--- config.mk ---
export PLATFORM = sky130hd
export DESIGN_NAME = multi_slot_task_watchdog
export DESIGN_NICKNAME = d
export VERILOG_FILES = /design/src/rtl/msw_pkg.sv /design/src/rtl/msw_cell.sv /design/src/rtl/msw_seq.sv /design/src/rtl/multi_slot_task_watchdog.sv
export SDC_FILE = /design/constraint.sdc
export NUM_CORES = 2
export LEC_CHECK = 0
export BUFFER_PORTS_ARGS = -buffer_cell sky130_fd_sc_hd__buf_2
export CORE_UTILIZATION = 35
export CTS_BUF_LIST = sky130_fd_sc_hd__clkbuf_4 sky130_fd_sc_hd__clkbuf_8
export CTS_CLUSTER_SIZE = 24
export DETAILED_ROUTE_END_ITERATION = 10
export GPL_ROUTABILITY_DRIVEN = 0
export SYNTH_ARGS = -nofsm -noshare
export SYNTH_HDL_FRONTEND = slang
export SYNTH_SLANG_ARGS = --single-unit
export TNS_END_PERCENT = 50
--- constraint.sdc ---
create_clock -name clk -period 16.95 [get_ports clk]
set_input_delay 0.8475 -clock clk [delete_from_list [all_inputs] [get_ports clk]]
set_output_delay 0.8475 -clock clk [all_outputs]
set_load 0.01 [all_outputs]
--- src/rtl/msw_pkg.sv ---
// Shared types and codes for the multi-slot task watchdog.
package msw_pkg;

    localparam int unsigned SLOT_W = 6;
    localparam int unsigned TIME_W = 32;
    localparam int unsigned PER_W  = 16;

    localparam logic [PER_W-1:0] PERIOD_RESET = 16'd100;

    typedef enum logic [1:0] {
        OP_REG   = 2'd0,
        OP_FEED  = 2'd1,
        OP_STATS = 2'd2,
        OP_TICK  = 2'd3
    } op_t;

    typedef enum logic [1:0] {
        KIND_REG   = 2'd0,
        KIND_FEED  = 2'd1,
        KIND_STATS = 2'd2,
        KIND_ALERT = 2'd3
    } kind_t;

    typedef enum logic [1:0] {
        STAT_OK   = 2'd0,
        STAT_FULL = 2'd1,
        STAT_BAD  = 2'd2
    } status_t;

    typedef enum logic {
        ST_IDLE,
        ST_RUN
    } state_t;

    typedef struct packed {
        logic              used;
        logic [TIME_W-1:0] timeout;
        logic [TIME_W-1:0] last_feed;
    } slot_ent_t;

    typedef struct packed {
        logic      shift;
        slot_ent_t wb;
    } ring_ctl_t;

endpackage

--- src/rtl/msw_cell.sv ---
// One watchdog slot cell of the rotating ring.
module msw_cell
    import msw_pkg::*;
(
    input  logic              clk,
    input  logic              rst_n,
    input  logic              shift,
    input  slot_ent_t         d_in,
    input  logic [TIME_W-1:0] time_now,
    output slot_ent_t         q,
    output logic              alert
);

    logic              used_reg;
    logic [TIME_W-1:0] timeout_reg;
    logic [TIME_W-1:0] feed_reg;
    logic [TIME_W-1:0] elapsed;

    always_ff @(posedge clk or negedge rst_n)
    begin
        if (!rst_n)
        begin
            used_reg <= 1'b0;
        end
        else if (shift)
        begin
            used_reg <= d_in.used;
        end
    end

    always_ff @(posedge clk)
    begin
        if (shift)
        begin
            timeout_reg <= d_in.timeout;
            feed_reg    <= d_in.last_feed;
        end
    end

    assign elapsed     = time_now - feed_reg;
    assign alert       = used_reg && (elapsed > timeout_reg);
    assign q.used      = used_reg;
    assign q.timeout   = timeout_reg;
    assign q.last_feed = feed_reg;

endmodule

--- src/rtl/msw_seq.sv ---
// Sequencer: request decode, time keeping, ring stepping and result register.
module msw_seq
    import msw_pkg::*;
#(
    parameter int unsigned SLOTS = 8
)
(
    input  logic              clk,
    input  logic              rst_n,
    input  logic              cfg_we,
    input  logic [PER_W-1:0]  cfg_wdata,
    input  logic              in_valid,
    output logic              in_stall,
    input  logic [1:0]        op,
    input  logic [SLOT_W-1:0] slot,
    input  logic [TIME_W-1:0] limit_ms,
    output logic              out_valid,
    input  logic              out_stall,
    output logic [1:0]        kind,
    output logic [1:0]        status,
    output logic [SLOT_W-1:0] slot_index,
    output logic [TIME_W-1:0] since_feed_ms,
    output logic [TIME_W-1:0] limit_reported_ms,
    output logic              last,
    input  slot_ent_t         head,
    input  logic              head_alert,
    input  logic              later_alert,
    output logic [TIME_W-1:0] time_now,
    output ring_ctl_t         ctl
);

    localparam int unsigned IDX_W = (SLOTS > 1) ? $clog2(SLOTS) : 1;
    localparam logic [IDX_W-1:0] LAST_STEP = IDX_W'(SLOTS - 1);

    state_t            state_reg, state_next;
    logic [PER_W-1:0]  period_cfg_reg;
    logic [TIME_W-1:0] time_reg, time_next;
    logic [PER_W-1:0]  pcount_reg, pcount_next;
    op_t               op_reg, op_next;
    logic [SLOT_W-1:0] slot_reg, slot_next;
    logic [TIME_W-1:0] limit_reg, limit_next;
    logic [IDX_W-1:0]  step_reg, step_next;
    logic              found_reg, found_next;
    logic [IDX_W-1:0]  idx_reg, idx_next;
    logic [TIME_W-1:0] since_reg, since_next;
    logic [TIME_W-1:0] lim_reg, lim_next;

    logic              oval_reg, oval_next;
    logic [1:0]        okind_reg, okind_next;
    logic [1:0]        ostat_reg, ostat_next;
    logic [SLOT_W-1:0] oidx_reg, oidx_next;
    logic [TIME_W-1:0] osince_reg, osince_next;
    logic [TIME_W-1:0] olim_reg, olim_next;
    logic              olast_reg, olast_next;

    logic              accept;
    logic [PER_W-1:0]  pcount_inc;
    logic [TIME_W-1:0] head_el;
    logic              match;
    logic              hit;
    logic              emit;
    logic              out_free;
    logic              advance;
    logic              res_found;

    always_ff @(posedge clk or negedge rst_n)
    begin
        if (!rst_n)
        begin
            state_reg      <= ST_IDLE;
            period_cfg_reg <= PERIOD_RESET;
            time_reg       <= '0;
            pcount_reg     <= '0;
            step_reg       <= '0;
            found_reg      <= 1'b0;
            oval_reg       <= 1'b0;
        end
        else
        begin
            state_reg  <= state_next;
            time_reg   <= time_next;
            pcount_reg <= pcount_next;
            step_reg   <= step_next;
            found_reg  <= found_next;
            oval_reg   <= oval_next;
            if (cfg_we)
            begin
                period_cfg_reg <= cfg_wdata;
            end
        end
    end

    always_ff @(posedge clk)
    begin
        op_reg     <= op_next;
        slot_reg   <= slot_next;
        limit_reg  <= limit_next;
        idx_reg    <= idx_next;
        since_reg  <= since_next;
        lim_reg    <= lim_next;
        okind_reg  <= okind_next;
        ostat_reg  <= ostat_next;
        oidx_reg   <= oidx_next;
        osince_reg <= osince_next;
        olim_reg   <= olim_next;
        olast_reg  <= olast_next;
    end

    assign in_stall   = (state_reg != ST_IDLE);
    assign accept     = in_valid && !in_stall;
    assign pcount_inc = pcount_reg + 1'b1;
    assign head_el    = time_reg - head.last_feed;
    assign match      = (SLOT_W'(step_reg) == slot_reg);
    assign out_free   = !oval_reg || !out_stall;

    always_comb
    begin
        state_next  = state_reg;
        time_next   = time_reg;
        pcount_next = pcount_reg;
        op_next     = op_reg;
        slot_next   = slot_reg;
        limit_next  = limit_reg;
        step_next   = step_reg;
        found_next  = found_reg;
        idx_next    = idx_reg;
        since_next  = since_reg;
        lim_next    = lim_reg;

        oval_next   = oval_reg && out_stall;
        okind_next  = okind_reg;
        ostat_next  = ostat_reg;
        oidx_next   = oidx_reg;
        osince_next = osince_reg;
        olim_next   = olim_reg;
        olast_next  = olast_reg;

        case (op_reg)
            OP_REG:  hit = head.used ? 1'b0 : !found_reg;
            OP_TICK: hit = head_alert;
            default: hit = head.used && match;
        endcase

        emit      = (op_reg == OP_TICK) ? head_alert : (step_reg == LAST_STEP);
        advance   = (state_reg == ST_RUN) && (!emit || out_free);
        res_found = found_reg || hit;

        ctl.shift = advance;
        ctl.wb    = head;
        if (hit)
        begin
            case (op_reg)
                OP_REG:
                begin
                    ctl.wb.used      = 1'b1;
                    ctl.wb.timeout   = limit_reg;
                    ctl.wb.last_feed = time_reg;
                end
                OP_FEED, OP_TICK:
                begin
                    ctl.wb.last_feed = time_reg;
                end
                default:
                begin
                    ctl.wb = head;
                end
            endcase
        end

        case (state_reg)
            ST_IDLE:
            begin
                if (accept)
                begin
                    op_next    = op_t'(op);
                    slot_next  = slot;
                    limit_next = limit_ms;
                    step_next  = '0;
                    found_next = 1'b0;
                    if (op_t'(op) == OP_TICK)
                    begin
                        time_next = time_reg + 1'b1;
                        if ((pcount_inc >= period_cfg_reg) || (pcount_inc == '0))
                        begin
                            pcount_next = '0;
                            state_next  = ST_RUN;
                        end
                        else
                        begin
                            pcount_next = pcount_inc;
                        end
                    end
                    else
                    begin
                        state_next = ST_RUN;
                    end
                end
            end
            ST_RUN:
            begin
                if (advance)
                begin
                    step_next = step_reg + 1'b1;
                    if (hit && (op_reg != OP_TICK))
                    begin
                        found_next = 1'b1;
                        idx_next   = step_reg;
                        since_next = head_el;
                        lim_next   = head.timeout;
                    end
                    if (emit)
                    begin
                        oval_next = 1'b1;
                        if (op_reg == OP_TICK)
                        begin
                            okind_next  = KIND_ALERT;
                            ostat_next  = STAT_OK;
                            oidx_next   = SLOT_W'(step_reg);
                            osince_next = head_el;
                            olim_next   = head.timeout;
                            olast_next  = !later_alert;
                        end
                        else
                        begin
                            okind_next  = op_reg;
                            olast_next  = 1'b1;
                            osince_next = '0;
                            olim_next   = '0;
                            oidx_next   = '0;
                            if (!res_found)
                            begin
                                ostat_next = (op_reg == OP_REG) ? STAT_FULL : STAT_BAD;
                            end
                            else
                            begin
                                ostat_next = STAT_OK;
                                oidx_next  = SLOT_W'(hit ? step_reg : idx_reg);
                                if (op_reg == OP_STATS)
                                begin
                                    osince_next = hit ? head_el : since_reg;
                                    olim_next   = hit ? head.timeout : lim_reg;
                                end
                            end
                        end
                    end
                    if (step_reg == LAST_STEP)
                    begin
                        step_next  = '0;
                        state_next = ST_IDLE;
                    end
                end
            end
            default:
            begin
                state_next = ST_IDLE;
            end
        endcase
    end

    assign time_now          = time_reg;
    assign out_valid         = oval_reg;
    assign kind              = okind_reg;
    assign status            = ostat_reg;
    assign slot_index        = oidx_reg;
    assign since_feed_ms     = osince_reg;
    assign limit_reported_ms = olim_reg;
    assign last              = olast_reg;

endmodule

--- src/rtl/multi_slot_task_watchdog.sv ---
// Top level: ring of watchdog slot cells with its sequencer.
//
//   channel | direction | handshake           | payload
//   --------+-----------+---------------------+-------------------------------------------
//   config  | in        | cfg_we              | cfg_wdata (check period, ms)
//   request | in        | in_valid / in_stall | op, slot, limit_ms
//   result  | out       | out_valid/out_stall | kind, status, slot_index, since_feed_ms,
//           |           |                     | limit_reported_ms, last
//
// A tick that does not scan only advances time and the period count. Register, feed, stats
// and scanning ticks rotate the slot ring once past the head cell, one slot a cycle.
// The ring stops for each cycle an alert or a reply waits on out_stall.
// Reset clears the used flags, time, period count and sets the period to 100 ms.
module multi_slot_task_watchdog
    import msw_pkg::*;
#(
    parameter int unsigned SLOTS = 8
)
(
    input  logic              clk,
    input  logic              rst_n,
    input  logic              cfg_we,
    input  logic [PER_W-1:0]  cfg_wdata,
    input  logic              in_valid,
    output logic              in_stall,
    input  logic [1:0]        op,
    input  logic [SLOT_W-1:0] slot,
    input  logic [TIME_W-1:0] limit_ms,
    output logic              out_valid,
    input  logic              out_stall,
    output logic [1:0]        kind,
    output logic [1:0]        status,
    output logic [SLOT_W-1:0] slot_index,
    output logic [TIME_W-1:0] since_feed_ms,
    output logic [TIME_W-1:0] limit_reported_ms,
    output logic              last
);

    slot_ent_t         cell_q [SLOTS];
    logic [SLOTS-1:0]  cell_alert;
    logic [TIME_W-1:0] time_now;
    ring_ctl_t         ctl;
    logic              later_alert;

    assign later_alert = |(cell_alert >> 1);

    for (genvar k = 0; k < SLOTS; k++)
    begin : g_cell
        slot_ent_t d_in;
        if (k == SLOTS - 1)
        begin : g_tail
            assign d_in = ctl.wb;
        end
        else
        begin : g_mid
            assign d_in = cell_q[k + 1];
        end
        msw_cell u_cell (
            .clk      (clk),
            .rst_n    (rst_n),
            .shift    (ctl.shift),
            .d_in     (d_in),
            .time_now (time_now),
            .q        (cell_q[k]),
            .alert    (cell_alert[k])
        );
    end

    msw_seq #(
        .SLOTS (SLOTS)
    ) u_seq (
        .clk               (clk),
        .rst_n             (rst_n),
        .cfg_we            (cfg_we),
        .cfg_wdata         (cfg_wdata),
        .in_valid          (in_valid),
        .in_stall          (in_stall),
        .op                (op),
        .slot              (slot),
        .limit_ms          (limit_ms),
        .out_valid         (out_valid),
        .out_stall         (out_stall),
        .kind              (kind),
        .status            (status),
        .slot_index        (slot_index),
        .since_feed_ms     (since_feed_ms),
        .limit_reported_ms (limit_reported_ms),
        .last              (last),
        .head              (cell_q[0]),
        .head_alert        (cell_alert[0]),
        .later_alert       (later_alert),
        .time_now          (time_now),
        .ctl               (ctl)
    );

`ifndef SYNTHESIS
    a_shift_busy: assert property (@(posedge clk) disable iff (!rst_n)
        ctl.shift |-> in_stall)
        else $error("slot ring rotated while idle");

    a_req_busy: assert property (@(posedge clk) disable iff (!rst_n)
        (in_valid && !in_stall && (op != OP_TICK)) |=> in_stall)
        else $error("request did not start a ring pass");

    a_reply_last: assert property (@(posedge clk) disable iff (!rst_n)
        (out_valid && (kind != KIND_ALERT)) |-> last)
        else $error("reply not marked last");

    a_err_zero: assert property (@(posedge clk) disable iff (!rst_n)
        (out_valid && (status != STAT_OK)) |->
            ((slot_index == '0) && (since_feed_ms == '0) && (limit_reported_ms == '0)))
        else $error("error reply carries slot data");
`endif

endmodule
**After elaboration in Yosys (flattened, before gate mapping)**

Index checks and enable logic that the tools add are counted.

- Bits of input ports: 61
- Output and inout port bits: 77
- Register bits after elaboration: 772
- Logic and storage cells: 147

- Equality and inequality tests: 10
- $lt $le $gt $ge: 9
- Bitwise operators: 2
- Multiplexer cells: 36
- Add/sub/neg operators: 11
- Reduce and logical (&&, ||, !) cells: 35

Operator list:

| kind | number |
|---|---|
| 2-to-1 mux 32 bit | 9 |
| > comparator 32 bit | 8 |
| subtractor 32 bit | 8 |
| 2-to-1 mux 65 bit | 1 |
| 2-to-1 mux 33 bit | 1 |
| adder 32 x 1 -> 32 bit, second input constant | 1 |
| 2-to-1 mux 3 bit | 6 |
| adder 16 x 1 -> 16 bit, second input constant | 1 |
| greater-or-equal comparator 16 bit | 1 |
| zero test 16 bit | 1 |
| 2-to-1 mux 16 bit | 1 |
| logical AND 1 bit | 13 |
| 2-to-1 mux 1 bit | 13 |
| AND reduction 3 bit | 4 |
| OR reduction 7 bit | 1 |
| == test 2 bit, second input constant | 3 |
| == test 3 x 6 -> 1 bit | 1 |
| zero test 1 bit | 6 |
| one-hot mux 1 bit (2 select lines) | 3 |
| one-hot mux 3 bit (2 select lines) | 1 |
| logical OR 1 bit | 4 |
| inequality test 2 x 1 -> 1 bit, second input constant | 2 |
| inequality test 2 bit, second input constant | 2 |
| AND reduction 2 bit | 2 |
| 8 further kinds | 10 |

**Longest topological paths before layout**

- Depth in word-level cells: 9
- Gate-level depth with buffers: 27
- Gate-level depth less buffers: 27

**Cells and area by module**

Synthesis repeated with hierarchy kept, for this count alone.

- Cells, all modules: 4741
- Area, all modules: 49180.9 um^2

Modules (own cells, without submodules):

| module | cells each | instances | area each (um^2) |
|---|---|---|---|
| msw_cell (g_cell[1].u_cell ...) | 446 | 6 | 4560.6 |
| msw_seq | 1172 | 1 | 12692.2 |
| msw_cell (g_cell[2].u_cell) | 456 | 1 | 4620.7 |
| msw_cell (g_cell[0].u_cell) | 434 | 1 | 4489.3 |
| multi_slot_task_watchdog | 3 | 1 | 15.0 |

**Worst setup path after synthesis**

Ideal clock, no wire load.

- Path type: register -> register
- Start point: register u_seq.time_reg[0] (netlist: u_seq.time_now[0])
- End point: register u_seq.step_reg[0]
- Path slack: 5.521 ns
- Period minus slack after synthesis: 11.429 ns
- Arrival time: 11.006 ns
- Buffers on the path: 1
- Stages on the path, launching flop included: 26
- Required time: 16.527 ns
- Cells stage by stage: dfrtp_1 > inv_1 > ha_1 > inv_1 > fa_1 > a21o_1 > a21oi_1 > o21ai_0 > nand3b_1 > a211oi_2 > nor4_2 > nor3_1 > a221oi_2 > nor2b_1 > nor2_1 > xnor2_1 > ha_1 > nand2_1 > nor4_1 > a2111oi_1 > a21oi_1 > o31ai_2 > o21ai_1 > a31oi_4 > buf_2 > o21ai_0

RTL lines:

| element | line | text |
|---|---|---|
| start, declared | msw_seq.sv:37 | `logic [TIME_W-1:0] time_reg, time_next;` |
| start signal, assigned | msw_seq.sv:81 | `time_reg <= time_next;` |
| end signal, assigned | msw_seq.sv:83 | `step_reg <= step_next;` |
| end, declared | msw_seq.sv:42 | `logic [IDX_W-1:0] step_reg, step_next;` |

**Worst setup path in the final report**

- Start point: register u_seq.time_reg[0] (netlist: u_seq.time_now[0])
- End point: register g_cell[2].u_cell.feed_reg[12], enable pin

- Cells in the longest elaborated chain, start to end: 7

RTL lines:

| element | line | text |
|---|---|---|
| subtractor 32 bit | msw_cell.sv:40 | `assign elapsed = time_now - feed_reg;` |
| via g_cell[0].u_cell.elapsed[28] | msw_cell.sv:17 | `logic [TIME_W-1:0] elapsed;` |
| > comparator 32 bit | msw_cell.sv:41 | `assign alert = used_reg && (elapsed > timeout_reg);` |
| logical AND 1 bit | msw_cell.sv:41 |  |
| 2-to-1 mux 1 bit | msw_seq.sv:144 | `emit = (op_reg == OP_TICK) ? head_alert : (step_reg == LAST_STEP);` |
| zero test 1 bit | msw_seq.sv:145 | `advance = (state_reg == ST_RUN) && (!emit \|\| out_free);` |
| logical OR 1 bit | msw_seq.sv:145 |  |
| logical AND 1 bit | msw_seq.sv:145 |  |
| end signal, assigned | msw_cell.sv:36 | `feed_reg <= d_in.last_feed;` |
| end, declared | msw_cell.sv:16 | `logic [TIME_W-1:0] feed_reg;` |

The timed path passes the listed nets, and every way through them passes these cells.
A chain may end at the register's enable or synchronous reset.

==> results_dict.tcl <==
set metrics [dict create \
    status "completed" \
    area_delta_synth_final_pct 12.8 \
    synth_xor_area_frac 0.0538 \
    synth.most_common_cell "edfxtp_1" \
    period_minus_slack_ns 8.26 \
    seq_area_frac_synth 0.504 \
    place_worst_setup_slack_ns 8.77 \
    synth_top_family_by_area "adder cells" \
    holdPathStages 1 \
    die_area_um2 130000 \
    netlist_area_um2 45100 \
    synth_mux_area_frac 0.00408 \
    final_layout_size_suffix_gt1_frac 0.107 \
    critPathBufInv 5 \
    synth_compound_area_frac 0.142 \
    power_density_nw_per_um2 187 \
    cts-buffers-inserted 141 \
    r2r-end "g_cell[2].u_cell.feed_reg[12]" \
    max_freq_mhz 121 \
    vdd_drop_max_mv 0.107 \
    antenna_found_initial 6 \
    ys_top_cells_by_area "edfxtp_1, ha_1, inv_1" \
    clock_sinks 769 \
    synth_common_cells "edfxtp_1, inv_1, ha_1" \
    cts_tree "yes" \
    ys_warn_count 0 \
    path_max_fanout 177 \
    cp_slowest_stage_delay_ns 0.83 \
    grt_pass1_vias 30700 \
    max_slew.worst_pin.slew_ns 1.11 \
    endpoint_kind "register" \
    cap_violations 0 \
    avgSynthCellArea_um2 11.1 \
    final_util 0.398 \
    die_h_um 361 \
    critPathTopFamily "buffers and inverters" \
    p_leak_nw 23.3 \
    core_um2 128000 \
    min-delay-start "limit_ms[20]" \
    ys_ff_latch 769 \
    final_nets 4912 \
    netlist_instances 4060 \
    ys_async_sr_fraction 0.101 \
    worst_path_max_delay_cell "buf_4" \
    drt-initial-drc-count 2032 \
    num_rows 131 \
    post_cts_buffers 0 \
    clk_pin_slew_ns 0.07 \
    grt.total_usage 0.177 \
    filler_cell_count 12200 \
    htreeDepth 4 \
    hold_class "in -> reg" \
    setup_violations 0 \
    ff2ff_path_depth 26 \
    timing.rr.start "u_seq.time_now[0]" \
    drc_errors 0 \
    fin_crit_sh 0.487 \
    first_pass_iters 8 \
    multi_input_area_um2 20000 \
    drtAntennaViolNets 0 \
    critPathKind "reg -> reg" \
    vias 31000 \
    rsz0062_at_grt "no" \
    slew_headroom 0.262 \
    clk_latency_ns 0.87 \
    hold_violations 0 \
    finalWorstSetupSlack_ns 8.69 \
    port_buffers 134 \
    synth_fa_ha_area_frac 0.150 \
    grt_first_pass_wirelength_um 175000 \
    area.sequential_um2 22700 \
    viasPerCell 5.09 \
    finClkSkew_ns 0.0592 \
    yosys.area.top_type "edfxtp_1" \
    drv_slew 0 \
    overflow 0 \
    cts_max_path_buffers 3 \
    cts_resized 0 \
    wl_per_cell_um 19.1 \
    cts_root_buf "clkbuf_8" \
    yosys.area_share.simple 0.0934 \
    cp.required_ns 17.40 \
    ys_types 97 \
    dieWidth_um 361 \
    drt_wl_total_um 116000 \
    io-pin-count 138 \
    worstSetupStartpointType "register" \
    start_util 0.353 \
    hpwl_um 88800 \
    setup_tns_ns 0 \
    grt_max_degree 192 \
    timing.hold.ws_ns 0.163 \
    ys.flop_type "edfxtp_1" \
    synth_top_area_frac 0.460 \
    crit_arrival_ns 8.70 \
    min_to "u_seq.limit_reg[20]" \
    synth-edff-count 691 \
    reg2reg_slack_ns 8.69 \
]
cell type report:
| type | count | share of cell area |
|---|---|---|
| clock inverter | 53 | 0.00812 |
| clock buffer | 203 | 0.0498 |
| sequential | 769 | 0.447 |
| timing repair buffer | 161 | 0.0178 |
| antenna | 2 | 0.0000984 |
| multi-input combinational | 2659 | 0.394 |
| inverter | 584 | 0.0431 |
| tap | 1662 | 0.0409 |
per-layer routing:
layer / vias to the layer above / global-route usage / wire, um
met3: 209 / 0.0285 / 5880
li1: 15200 / - / -
met1: 14800 / 0.235 / 53000
met4: 0 / 0.0720 / 4280
met5: - / 0 / 0
met2: 808 / 0.285 / 53000
what timing repair did:
action,4_1_cts,5_1_grt
setup endpoints to repair,0,0
hold endpoints to repair,27,0
hold buffers,1,0
how the worst max path moves through the flow:
stage,start,endpoint,slack [ns],depth (start not counted)
detailed placement,u_seq.time_now[0],g_cell[2].u_cell.timeout_reg[8],8.77,26
global route,u_seq.time_now[0],g_cell[3].u_cell.feed_reg[13],8.06,26
floorplan,u_seq.time_now[0],u_seq.step_reg[0],5.52,25
CTS,u_seq.time_now[0],g_cell[2].u_cell.feed_reg[12],8.72,26
finish,u_seq.time_now[0],g_cell[2].u_cell.feed_reg[12],8.69,26
global placement,u_seq.time_now[0],g_cell[2].u_cell.timeout_reg[9],8.84,26
stage by stage:
stage	total power, W	instance area [um2]	std cells
after floorplan	0.00636	45100	4062
after global placement	0.00758	47900	5834
after detailed placement	0.00767	47900	5834
after CTS	0.00959	50800	6091
after global routing	0.0102	50800	6092
final	0.00953	50800	6093
worst reg2reg max path: stages, from the launching register on:
cell      delay [ns]
dfrtp_1         0.43
inv_1           0.33
ha_1            0.25
inv_1           0.06
fa_1            0.40
a21o_1          0.18
a21oi_1         0.29
o21ai_0         0.15
nand3b_1        0.25
a211oi_2        0.18
nor4_2          0.45
nor3_1          0.17
a221oi_2        0.34
nor2b_1         0.12
nor2_1          0.13
xnor2_1         0.10
ha_1            0.30
nand2_1         0.08
nor4_1          0.40
nand4_1         0.23
o211a_1         0.28
o31ai_2         0.07
o21ai_1         0.17
a31oi_4         0.20
buf_4           0.55
buf_12          0.70
buf_4           1.02
power by group:
group / switching (W) / leakage (nW) / internal [W]
registers: 0.000611 / 7.93 / 0.00320
clock network: 0.000843 / 1.53 / 0.00102
logic: 0.00231 / 13.9 / 0.00155
kinds of logic after synthesis:
logic type               after synthesis
AO/OA/AOI/OAI                        973
buffers and inverters                634
AND/OR/NAND/NOR                      854
adder cells (fa/ha/maj)              535
XOR/XNOR                             277
other                                  1
multiplexers                          17
flip-flops                           769
placed cells by master (no fill, tap or decap), types with 71 or more instances in the layout:
cell type,count
nand2_1,274
dfrtp_1,75
inv_1,583
edfxtp_1,691
nor2_1,140
buf_2,133
nand4_1,75
o21ai_0,209
clkbuf_8,161
a21oi_1,258
nor2b_1,71
xnor2_1,194
a21o_1,180
ha_1,527
xor2_1,83
No activity file was read; power rests on OpenSTA's default activity.
